==> config.mk <==
export PLATFORM = sky130hd
export DESIGN_NAME = node_table_ttl_aging
export DESIGN_NICKNAME = d
export VERILOG_FILES = /design/src/hdl/ntta_pkg.sv /design/src/hdl/node_table_ttl_aging.sv /design/src/hdl/ntta_fifo.sv /design/src/hdl/ntta_front.sv /design/src/hdl/ntta_engine.sv
export SDC_FILE = /design/constraint.sdc
export NUM_CORES = 2
export LEC_CHECK = 0
export ABC_AREA = 0
export BUFFER_PORTS_ARGS = -buffer_cell sky130_fd_sc_hd__buf_4
export CORE_ASPECT_RATIO = 1.1
export CORE_MARGIN = 1
export CORE_UTILIZATION = 49
export CTS_BUF_LIST = sky130_fd_sc_hd__clkbuf_4
export DETAILED_ROUTE_END_ITERATION = 10
export PLACE_DENSITY = 0.67
export SLEW_MARGIN = 20
export SYNTH_ARGS = -nofsm -noshare
export SYNTH_HDL_FRONTEND = slang
export SYNTH_SLANG_ARGS = --single-unit
==> constraint.sdc <==
create_clock -name aclk -period 10.2 [get_ports aclk]
set_input_delay 0.51 -clock aclk [delete_from_list [all_inputs] [get_ports aclk]]
set_output_delay 0.51 -clock aclk [all_outputs]
set_load 0.01 [all_outputs]
==> src/hdl/ntta_pkg.sv <==
// ntta_pkg: shared types and codes for the node table with ttl aging
// used by the front end, the queue, the table engine and the top level
// no dependencies

package ntta_pkg;

    localparam int MAC_W   = 48;
    localparam int LEVEL_W = 8;
    localparam int TTL_W   = 16;
    localparam int KIND_W  = 3;
    localparam int OP_W    = 2;

    // apb register map: one register, decoded on the top address bit
    localparam int ADDR_W    = 3;
    localparam int DATA_W    = 32;
    localparam logic [TTL_W-1:0] TTL_RELOAD_RST = 16'd70;
    localparam logic REG_TTL_RELOAD = 1'b0;

    // command queue between front end and engine
    localparam int QUEUE_DEPTH = 4;
    localparam int QPTR_W      = 2;
    localparam int QCNT_W      = 3;

    // classified operations
    localparam logic [OP_W-1:0] OP_REPORT = 2'd0;
    localparam logic [OP_W-1:0] OP_AGE    = 2'd1;
    localparam logic [OP_W-1:0] OP_NOTE   = 2'd2;

    // event kinds
    localparam logic [KIND_W-1:0] EV_JOIN    = 3'd0;
    localparam logic [KIND_W-1:0] EV_CHANGE  = 3'd1;
    localparam logic [KIND_W-1:0] EV_REFRESH = 3'd2;
    localparam logic [KIND_W-1:0] EV_FULL    = 3'd3;
    localparam logic [KIND_W-1:0] EV_LEAVE   = 3'd4;
    localparam logic [KIND_W-1:0] EV_DONE    = 3'd5;

    typedef struct packed {
        logic [OP_W-1:0]    op;
        logic [MAC_W-1:0]   mac;
        logic [LEVEL_W-1:0] level;
    } q_item_t;

    typedef struct packed {
        logic [MAC_W-1:0]   mac;
        logic [LEVEL_W-1:0] level;
        logic [TTL_W-1:0]   ttl;
    } entry_t;

    // queue status seen by the front end
    typedef struct packed {
        logic full;
    } q_stat_t;

endpackage

==> src/hdl/node_table_ttl_aging.sv <==
// node_table_ttl_aging: mesh node table with ttl aging, top level
// depends on ntta_pkg, ntta_front, ntta_fifo and ntta_engine
//
// s_ channel: one transfer per item; s_cmd 0 is a node report (s_mac, s_level),
// s_cmd 1 is an aging tick that ages the table only when s_local_is_root is set.
// m_ channel: a report gives one event (join, level change, refresh or table
// full); a tick gives one leave event per expired slot in slot order, then a
// done event. m_last marks the final event of each item.
// apb port: register 0 at address 0 is ttl_reload (16 bits, reset 70); write
// only while the block is idle.
// path: an input transfer is registered in the front end and queued; the engine
// pops it when idle. A report walk ends early on a hit; a root tick walks every
// slot and each leave waits on the receiver; a tick off root gives only its done event.
// throughput: one item at a time, one slot read per cycle while no event waits on
// the receiver.
// a four-entry command queue takes transfers while the engine walks; it fills
// and s_ready drops if m_ready stays low, the walk holding at the next emit.
// reset: all slots become free, ttl_reload returns to 70, queue and result
// register empty; no clearing pass is needed.

module node_table_ttl_aging #(
    parameter int TABLE_DEPTH = 32
) (
    input  logic                            aclk,
    input  logic                            aresetn,
    input  logic                            s_valid,
    output logic                            s_ready,
    input  logic                            s_cmd,
    input  logic [ntta_pkg::MAC_W-1:0]      s_mac,
    input  logic [ntta_pkg::LEVEL_W-1:0]    s_level,
    input  logic                            s_local_is_root,
    output logic                            m_valid,
    input  logic                            m_ready,
    output logic [ntta_pkg::KIND_W-1:0]     m_event_kind,
    output logic [ntta_pkg::MAC_W-1:0]      m_event_mac,
    output logic [ntta_pkg::LEVEL_W-1:0]    m_event_level,
    output logic                            m_last,
    input  logic                            psel,
    input  logic                            penable,
    input  logic                            pwrite,
    input  logic [ntta_pkg::ADDR_W-1:0]     paddr,
    input  logic [ntta_pkg::DATA_W-1:0]     pwdata,
    output logic [ntta_pkg::DATA_W-1:0]     prdata,
    output logic                            pready
);
    import ntta_pkg::*;

    logic [TTL_W-1:0] ttl_reload_reg;
    logic             cfg_wr;
    logic             q_push, q_pop, q_empty;
    q_item_t          push_item, pop_item;
    q_stat_t          q_stat;

    // configuration register
    assign pready = 1'b1;
    assign cfg_wr = psel && penable && pwrite && (paddr[ADDR_W-1] == REG_TTL_RELOAD);

    always_ff @(posedge aclk) begin
        if (!aresetn) begin
            ttl_reload_reg <= TTL_RELOAD_RST;
        end else if (cfg_wr) begin
            ttl_reload_reg <= pwdata[TTL_W-1:0];
        end
    end

    assign prdata = (paddr[ADDR_W-1] == REG_TTL_RELOAD) ?
                    {{(DATA_W-TTL_W){1'b0}}, ttl_reload_reg} : '0;

    // front end: transfer register and classification
    ntta_front u_front (
        .aclk            (aclk),
        .aresetn         (aresetn),
        .s_valid         (s_valid),
        .s_ready         (s_ready),
        .s_cmd           (s_cmd),
        .s_mac           (s_mac),
        .s_level         (s_level),
        .s_local_is_root (s_local_is_root),
        .q_stat          (q_stat),
        .q_push          (q_push),
        .q_item          (push_item)
    );

    // command queue
    ntta_fifo u_fifo (
        .aclk      (aclk),
        .aresetn   (aresetn),
        .push      (q_push),
        .push_item (push_item),
        .stat      (q_stat),
        .pop       (q_pop),
        .pop_item  (pop_item),
        .empty     (q_empty)
    );

    // table engine
    ntta_engine #(
        .TABLE_DEPTH (TABLE_DEPTH)
    ) u_engine (
        .aclk          (aclk),
        .aresetn       (aresetn),
        .ttl_reload    (ttl_reload_reg),
        .q_item        (pop_item),
        .q_empty       (q_empty),
        .q_pop         (q_pop),
        .m_valid       (m_valid),
        .m_ready       (m_ready),
        .m_event_kind  (m_event_kind),
        .m_event_mac   (m_event_mac),
        .m_event_level (m_event_level),
        .m_last        (m_last)
    );

endmodule

==> src/hdl/ntta_fifo.sv <==
// ntta_fifo: short command queue between the front end and the table engine
// depends on ntta_pkg for the item type and depth

module ntta_fifo (
    input  logic             aclk,
    input  logic             aresetn,
    input  logic             push,
    input  ntta_pkg::q_item_t push_item,
    output ntta_pkg::q_stat_t stat,
    input  logic             pop,
    output ntta_pkg::q_item_t pop_item,
    output logic             empty
);
    import ntta_pkg::*;

    q_item_t             slot_reg [QUEUE_DEPTH];
    logic [QPTR_W-1:0]   wr_ptr_reg, wr_ptr_next;
    logic [QPTR_W-1:0]   rd_ptr_reg, rd_ptr_next;
    logic [QCNT_W-1:0]   cnt_reg, cnt_next;
    logic                do_push, do_pop;

    assign stat.full = (cnt_reg == QCNT_W'(QUEUE_DEPTH));
    assign empty     = (cnt_reg == '0);
    assign pop_item  = slot_reg[rd_ptr_reg];
    assign do_push   = push && !stat.full;
    assign do_pop    = pop && !empty;

    // pointer and fill count update
    always_comb begin
        wr_ptr_next = wr_ptr_reg + QPTR_W'(do_push);
        rd_ptr_next = rd_ptr_reg + QPTR_W'(do_pop);
        cnt_next    = cnt_reg + QCNT_W'(do_push) - QCNT_W'(do_pop);
    end

    always_ff @(posedge aclk) begin
        if (!aresetn) begin
            wr_ptr_reg <= '0;
            rd_ptr_reg <= '0;
            cnt_reg    <= '0;
        end else begin
            wr_ptr_reg <= wr_ptr_next;
            rd_ptr_reg <= rd_ptr_next;
            cnt_reg    <= cnt_next;
        end
    end

    // storage
    always_ff @(posedge aclk) begin
        if (do_push) begin
            slot_reg[wr_ptr_reg] <= push_item;
        end
    end

endmodule

==> src/hdl/ntta_front.sv <==
// ntta_front: input transfer register and command classification
// depends on ntta_pkg; feeds ntta_fifo

module ntta_front (
    input  logic                           aclk,
    input  logic                           aresetn,
    input  logic                           s_valid,
    output logic                           s_ready,
    input  logic                           s_cmd,
    input  logic [ntta_pkg::MAC_W-1:0]     s_mac,
    input  logic [ntta_pkg::LEVEL_W-1:0]   s_level,
    input  logic                           s_local_is_root,
    input  ntta_pkg::q_stat_t              q_stat,
    output logic                           q_push,
    output ntta_pkg::q_item_t              q_item
);
    import ntta_pkg::*;

    logic    hold_vld_reg, hold_vld_next;
    q_item_t hold_item_reg;
    q_item_t cls_item;
    logic    take;

    assign q_push  = hold_vld_reg && !q_stat.full;
    assign s_ready = !hold_vld_reg || !q_stat.full;
    assign take    = s_valid && s_ready;
    assign q_item  = hold_item_reg;

    // classify: a tick off root only needs its done event
    always_comb begin
        cls_item.mac   = s_mac;
        cls_item.level = s_level;
        if (!s_cmd) begin
            cls_item.op = OP_REPORT;
        end else if (s_local_is_root) begin
            cls_item.op = OP_AGE;
        end else begin
            cls_item.op = OP_NOTE;
        end
    end

    always_comb begin
        hold_vld_next = hold_vld_reg;
        if (take) begin
            hold_vld_next = 1'b1;
        end else if (q_push) begin
            hold_vld_next = 1'b0;
        end
    end

    always_ff @(posedge aclk) begin
        if (!aresetn) begin
            hold_vld_reg <= 1'b0;
        end else begin
            hold_vld_reg <= hold_vld_next;
        end
    end

    always_ff @(posedge aclk) begin
        if (take) begin
            hold_item_reg <= cls_item;
        end
    end

endmodule

==> src/hdl/ntta_engine.sv <==
// ntta_engine: walks the node table for reports and aging ticks, one slot a cycle while no
// event waits on m_ready; depends on ntta_pkg; holds the table memory, valid bits and result register

module ntta_engine #(
    parameter int TABLE_DEPTH = 32
) (
    input  logic                            aclk,
    input  logic                            aresetn,
    input  logic [ntta_pkg::TTL_W-1:0]      ttl_reload,
    input  ntta_pkg::q_item_t               q_item,
    input  logic                            q_empty,
    output logic                            q_pop,
    output logic                            m_valid,
    input  logic                            m_ready,
    output logic [ntta_pkg::KIND_W-1:0]     m_event_kind,
    output logic [ntta_pkg::MAC_W-1:0]      m_event_mac,
    output logic [ntta_pkg::LEVEL_W-1:0]    m_event_level,
    output logic                            m_last
);
    import ntta_pkg::*;

    localparam int IDX_W = (TABLE_DEPTH > 1) ? $clog2(TABLE_DEPTH) : 1;
    localparam int CNT_W = $clog2(TABLE_DEPTH + 1);
    localparam logic [IDX_W-1:0] LAST_IDX = IDX_W'(TABLE_DEPTH - 1);

    localparam logic [1:0] ST_IDLE = 2'd0;
    localparam logic [1:0] ST_WALK = 2'd1;
    localparam logic [1:0] ST_DONE = 2'd2;

    // table storage
    entry_t                 mem [TABLE_DEPTH];
    entry_t                 mem_q_reg;
    logic [TABLE_DEPTH-1:0] valid_reg, valid_next;

    logic [1:0]       state_reg, state_next;
    q_item_t          cur_reg, cur_next;
    logic [CNT_W-1:0] rd_cnt_reg, rd_cnt_next;
    logic             s1_vld_reg, s1_vld_next;
    logic [IDX_W-1:0] s1_idx_reg, s1_idx_next;
    logic             free_vld_reg, free_vld_next;
    logic [IDX_W-1:0] free_idx_reg, free_idx_next;

    logic               out_vld_reg, out_vld_next;
    logic [KIND_W-1:0]  out_kind_reg;
    logic [MAC_W-1:0]   out_mac_reg;
    logic [LEVEL_W-1:0] out_level_reg;
    logic               out_last_reg;

    logic               emit_ok, emit, emit_last;
    logic [KIND_W-1:0]  emit_kind;
    logic [MAC_W-1:0]   emit_mac;
    logic [LEVEL_W-1:0] emit_level;

    logic             mem_we;
    logic [IDX_W-1:0] mem_waddr;
    entry_t           mem_wdata;
    logic             rd_en;
    logic [IDX_W-1:0] rd_addr;
    logic             advance;
    logic             s1_valid_bit, s1_hit, s1_last;

    assign emit_ok      = !out_vld_reg || m_ready;
    assign s1_valid_bit = valid_reg[s1_idx_reg];
    assign s1_hit       = s1_valid_bit && (mem_q_reg.mac == cur_reg.mac);
    assign s1_last      = (s1_idx_reg == LAST_IDX);
    assign rd_addr      = rd_cnt_reg[IDX_W-1:0];
    assign rd_en        = advance && (rd_cnt_reg < CNT_W'(TABLE_DEPTH));

    // walk control and per-slot decisions
    always_comb begin
        state_next    = state_reg;
        cur_next      = cur_reg;
        rd_cnt_next   = rd_cnt_reg;
        s1_vld_next   = s1_vld_reg;
        s1_idx_next   = s1_idx_reg;
        free_vld_next = free_vld_reg;
        free_idx_next = free_idx_reg;
        valid_next    = valid_reg;
        q_pop         = 1'b0;
        advance       = 1'b0;
        emit          = 1'b0;
        emit_kind     = EV_DONE;
        emit_mac      = '0;
        emit_level    = '0;
        emit_last     = 1'b1;
        mem_we        = 1'b0;
        mem_waddr     = s1_idx_reg;
        mem_wdata     = mem_q_reg;

        unique case (state_reg)
            ST_IDLE: begin
                if (!q_empty) begin
                    q_pop         = 1'b1;
                    cur_next      = q_item;
                    rd_cnt_next   = '0;
                    s1_vld_next   = 1'b0;
                    free_vld_next = 1'b0;
                    state_next    = (q_item.op == OP_NOTE) ? ST_DONE : ST_WALK;
                end
            end
            ST_WALK: begin
                if (!s1_vld_reg) begin
                    advance = 1'b1;
                end else if (cur_reg.op == OP_REPORT) begin
                    if (s1_hit) begin
                        // known node: reload ttl, maybe take the new level
                        if (emit_ok) begin
                            emit            = 1'b1;
                            emit_kind       = (mem_q_reg.level != cur_reg.level) ?
                                              EV_CHANGE : EV_REFRESH;
                            emit_mac        = cur_reg.mac;
                            emit_level      = cur_reg.level;
                            mem_we          = 1'b1;
                            mem_wdata.level = cur_reg.level;
                            mem_wdata.ttl   = ttl_reload;
                            s1_vld_next     = 1'b0;
                            state_next      = ST_IDLE;
                        end
                    end else if (s1_last) begin
                        // end of table: join at the lowest free slot or report full
                        if (emit_ok) begin
                            emit        = 1'b1;
                            emit_mac    = cur_reg.mac;
                            emit_level  = cur_reg.level;
                            s1_vld_next = 1'b0;
                            state_next  = ST_IDLE;
                            if (free_vld_reg || !s1_valid_bit) begin
                                emit_kind       = EV_JOIN;
                                mem_we          = 1'b1;
                                mem_waddr       = free_vld_reg ? free_idx_reg : s1_idx_reg;
                                mem_wdata.mac   = cur_reg.mac;
                                mem_wdata.level = cur_reg.level;
                                mem_wdata.ttl   = ttl_reload;
                                valid_next[mem_waddr] = 1'b1;
                            end else begin
                                emit_kind = EV_FULL;
                            end
                        end
                    end else begin
                        advance = 1'b1;
                        if (!s1_valid_bit && !free_vld_reg) begin
                            free_vld_next = 1'b1;
                            free_idx_next = s1_idx_reg;
                        end
                    end
                end else begin
                    // aging: expired slots leave, the rest count down
                    if (s1_valid_bit && (mem_q_reg.ttl == '0)) begin
                        if (emit_ok) begin
                            emit                   = 1'b1;
                            emit_kind              = EV_LEAVE;
                            emit_mac               = mem_q_reg.mac;
                            emit_level             = mem_q_reg.level;
                            emit_last              = 1'b0;
                            valid_next[s1_idx_reg] = 1'b0;
                            advance                = 1'b1;
                        end
                    end else begin
                        advance = 1'b1;
                        if (s1_valid_bit) begin
                            mem_we        = 1'b1;
                            mem_wdata.ttl = mem_q_reg.ttl - TTL_W'(1);
                        end
                    end
                    if (advance && s1_last) begin
                        state_next = ST_DONE;
                    end
                end

                // issue the next slot read
                if (advance) begin
                    s1_vld_next = (rd_cnt_reg < CNT_W'(TABLE_DEPTH));
                    s1_idx_next = rd_addr;
                    rd_cnt_next = rd_en ? rd_cnt_reg + CNT_W'(1) : rd_cnt_reg;
                end
            end
            ST_DONE: begin
                if (emit_ok) begin
                    emit       = 1'b1;
                    emit_kind  = EV_DONE;
                    state_next = ST_IDLE;
                end
            end
            default: begin
                state_next = ST_IDLE;
            end
        endcase
    end

    // result register
    always_comb begin
        out_vld_next = out_vld_reg;
        if (emit) begin
            out_vld_next = 1'b1;
        end else if (m_ready) begin
            out_vld_next = 1'b0;
        end
    end

    always_ff @(posedge aclk) begin
        if (!aresetn) begin
            state_reg    <= ST_IDLE;
            rd_cnt_reg   <= '0;
            s1_vld_reg   <= 1'b0;
            free_vld_reg <= 1'b0;
            valid_reg    <= '0;
            out_vld_reg  <= 1'b0;
        end else begin
            state_reg    <= state_next;
            rd_cnt_reg   <= rd_cnt_next;
            s1_vld_reg   <= s1_vld_next;
            free_vld_reg <= free_vld_next;
            valid_reg    <= valid_next;
            out_vld_reg  <= out_vld_next;
        end
    end

    // payload registers
    always_ff @(posedge aclk) begin
        cur_reg      <= cur_next;
        s1_idx_reg   <= s1_idx_next;
        free_idx_reg <= free_idx_next;
        if (emit) begin
            out_kind_reg  <= emit_kind;
            out_mac_reg   <= emit_mac;
            out_level_reg <= emit_level;
            out_last_reg  <= emit_last;
        end
    end

    // table memory, registered read
    always_ff @(posedge aclk) begin
        if (mem_we) begin
            mem[mem_waddr] <= mem_wdata;
        end
        if (rd_en) begin
            mem_q_reg <= mem[rd_addr];
        end
    end

    assign m_valid       = out_vld_reg;
    assign m_event_kind  = out_kind_reg;
    assign m_event_mac   = out_mac_reg;
    assign m_event_level = out_level_reg;
    assign m_last        = out_last_reg;

endmodule

==> results.json <==
{
  "timing.final.crit_period_ps": 6790,
  "drc_errors": 0,
  "wire_per_inst_um": 30.1,
  "slowest_delay_ps": 930,
  "first_pass_iters": 7,
  "grt_max_degree": 141,
  "viasPerCell": 6.05,
  "rsz0062_at_grt": "false",
  "grt-ovfl-total": 0,
  "yosys.area.top_type": "edfxtp_1",
  "status": "completed",
  "yosysSeqAreaShare": 0.777,
  "maxSlewHeadroom": 0.192,
  "routed_wl_mm": 272,
  "period_share": 0.666,
  "synth_area_leaders": "edfxtp_1 (76%), mux4_2 (16%), mux2_2 (1.5%)",
  "critical_path.cell_chain": "xor2_1 -> nor4_1 -> nand4_1 -> or3_1 -> o31ai_4 -> nand2_1 -> a211o_1 -> nor2_4 -> buf_4 -> buf_4",
  "power_leakage_nw": 39.2,
  "final_cells": 9046,
  "synth_cells": 4695,
  "largest_reg_flops": 2304,
  "worst-r2r-cell-count": 10,
  "fill_cells": 16100,
  "tritoncts": "built",
  "ir_worst_vdd_uv": 147,
  "max_cap_viol_count": 0,
  "numPlacedInstances": 7671,
  "cp_slowest_cell": "buf_4",
  "end_kind": "flip-flop",
  "drive_above_1_share": 0.384,
  "finClkSkew_ps": 113,
  "cp_data_arrival_time_ps": 7770,
  "track_usage": 0.242,
  "first_iter_violations": 6390,
  "hold_class": "input port to flip-flop",
  "r2r_slack_ps": 3410,
  "setup_viol_count_final": 0,
  "cts-buffers-inserted": 706,
  "synth_ff_type": "edfxtp_1",
  "cp_common_cell": "buf_4",
  "worstPathRequired_ps": 11180,
  "dieArea_mm2": 0.226,
  "syn_area_mm2": 0.110,
  "die_w_um": 453,
  "dpl-instance-area_mm2": 0.115,
  "yosysMostFrequentCell": "edfxtp_1",
  "initial_core_util": 0.495,
  "whs_ps": 341,
  "cts.sink_count": 2861,
  "fmax_ghz": 0.147,
  "synth_edf_count": 2794,
  "synth_cell_types": 79,
  "cts_setup_buffers": 0,
  "post_cts_resized": 0,
  "grt_pass1_vias": 56600,
  "portBuffers": 159,
  "drtAntennaViolNets": 0,
  "fp.dieH_um": 498,
  "synthToLayoutAreaGrowth_pct": 14.4,
  "place_congestion": 0.823,
  "num_vias": 54800,
  "synth_top_area_share": 0.765,
  "place_ws_ps": 3440,
  "antenna_found_initial": 5,
  "finalMaxSlewViolations": 0,
  "htreeDepth": 6,
  "synthTopCellsByCount": "edfxtp_1 (2794), mux4_2 (779), clkbuf_1 (155), mux2_2 (142), nor2_1 (87)",
  "io_pins": 195,
  "holdPathStages": 4,
  "synthArstFlopShare": 0,
  "reg2reg_from": "u_engine.cur_reg[53]",
  "setup_tns_ps": 0,
  "syn_area_per_cell_um2": 23.4,
  "path_max_fanout": 47,
  "design_area_mm2": 0.126,
  "startpoint": "u_engine.cur_reg[53]",
  "synth-seq-cells": 2861,
  "dp_hpwl_mm": 143,
  "grt_pass1_wl_mm": 390,
  "worstSetupEndpoint": "u_engine.mem[23][38]",
  "insertion_delay_ps": 1440,
  "finalHoldViolCount": 0,
  "crit_type": "flip-flop to flip-flop",
  "path_clk_slew_ps": 70,
  "worstMarginPinSlew_ps": 1210,
  "power_density_mw_per_mm2": 214,
  "ys.warnings.count": 0,
  "cts_root_buf": "clkbuf_4",
  "critPathLaunchType": "flip-flop",
  "finalNetCount": 5750,
  "cts.path.max_buffers": 4,
  "row_count": 181,
  "fp.coreArea_mm2": 0.222,
  "r2r-end": "u_engine.mem[23][38]",
  "setup_slack_ps": 3410
}
==> metrics by stage <==
step                      power (mW)   util
after floorplan                 16.6      -
after global placement          17.8  0.519
after detailed placement        17.9  0.519
after CTS                       27.1  0.566
after global routing            27.8  0.566
final                           26.8  0.566
==> metal layers <==
| layer | track usage | vias up | part of all wire |
|---|---|---|---|
| met2 | 0.391 | 2719 | 0.50 |
| met5 | 0 | - | 0 |
| li1 | - | 22400 | - |
| met3 | 0.0508 | 401 | 0.086 |
| met4 | 0.0777 | 0 | 0.024 |
| met1 | 0.331 | 29300 | 0.39 |
==> power breakdown <==
part           total (mW)  internal [mW]  switching, mW
logic                3.46           1.38           2.08
registers            14.2           13.8          0.344
clock network        9.18           4.79           4.39
==> worst max-delay path, delay by kind of cell (launching register included) <==
| kind | cells | cell delay (ps) |
|---|---|---|
| and+or+nand+nor | 5 | 2790 |
| buffers and inverters | 2 | 1450 |
| DFF | 1 | 430 |
| AOI/OAI and AO/OA | 2 | 1280 |
| xor gates and xnor gates | 1 | 280 |
==> cells by family (layout without fill, tap and decap cells) <==
logic type               count (synthesis)  count (layout)  synth area share
XOR/XNOR                                60              60           0.00479
AO/OA/AOI/OAI                          239             239            0.0161
buffers and inverters                  276            1677            0.0105
multiplexers                           934             934             0.176
AND/OR/NAND/NOR                        312             312            0.0143
adder cells (fa/ha/maj)                 11              11           0.00132
flip-flops                            2861            2861             0.777
other                                    2              24         0.0000685
==> cell usage in the layout, fill, tap and decap left out, types with 33 or more instances in the layout <==
cell           count
edfxtp_1        2794
clkbuf_4        1009
mux4_2           779
buf_4            277
dlygate4sd3_1    188
mux2_2           142
clkinv_1         131
nand2_1           75
dfxtp_1           60
a22o_1            58
nor2_1            54
xor2_1            49
o21ai_0           40
a21oi_1           39
nor2_4            33
==> final cells by class <==
cell class	count	area, um^2	area share
Clock buffer	1009	7570	0.0604
Inverter	22	83.8	0.000668
Sequential cell	2861	85300	0.679
Tap cell	2928	3660	0.0292
Clock inverter	171	955	0.00761
Multi-Input combinational cell	1573	23800	0.189
Timing Repair Buffer	475	4180	0.0333
Antenna cell	7	17.5	0.000140
==> how the worst min path moves through the flow <==
stage	endpoint	from	slack, ps
after detailed placement	u_engine.valid_reg[23]	u_engine.valid_reg[23]	460
after global routing	u_front.q_item[35]	s_mac[27]	260
after floorplan	u_engine.s1_idx_reg[2]	u_engine.rd_cnt_reg[2]	410
after global placement	u_engine.valid_reg[23]	u_engine.valid_reg[23]	450
after CTS	u_engine.m_valid	m_ready	150
final	u_engine.m_valid	m_ready	340
==> what timing repair did <==
action	4_1_cts	5_1_grt
hold buffers	188	0
endpoints found under the setup margin	0	0
endpoints found under the hold margin	190	0
(Power assumes the default switching activity.)
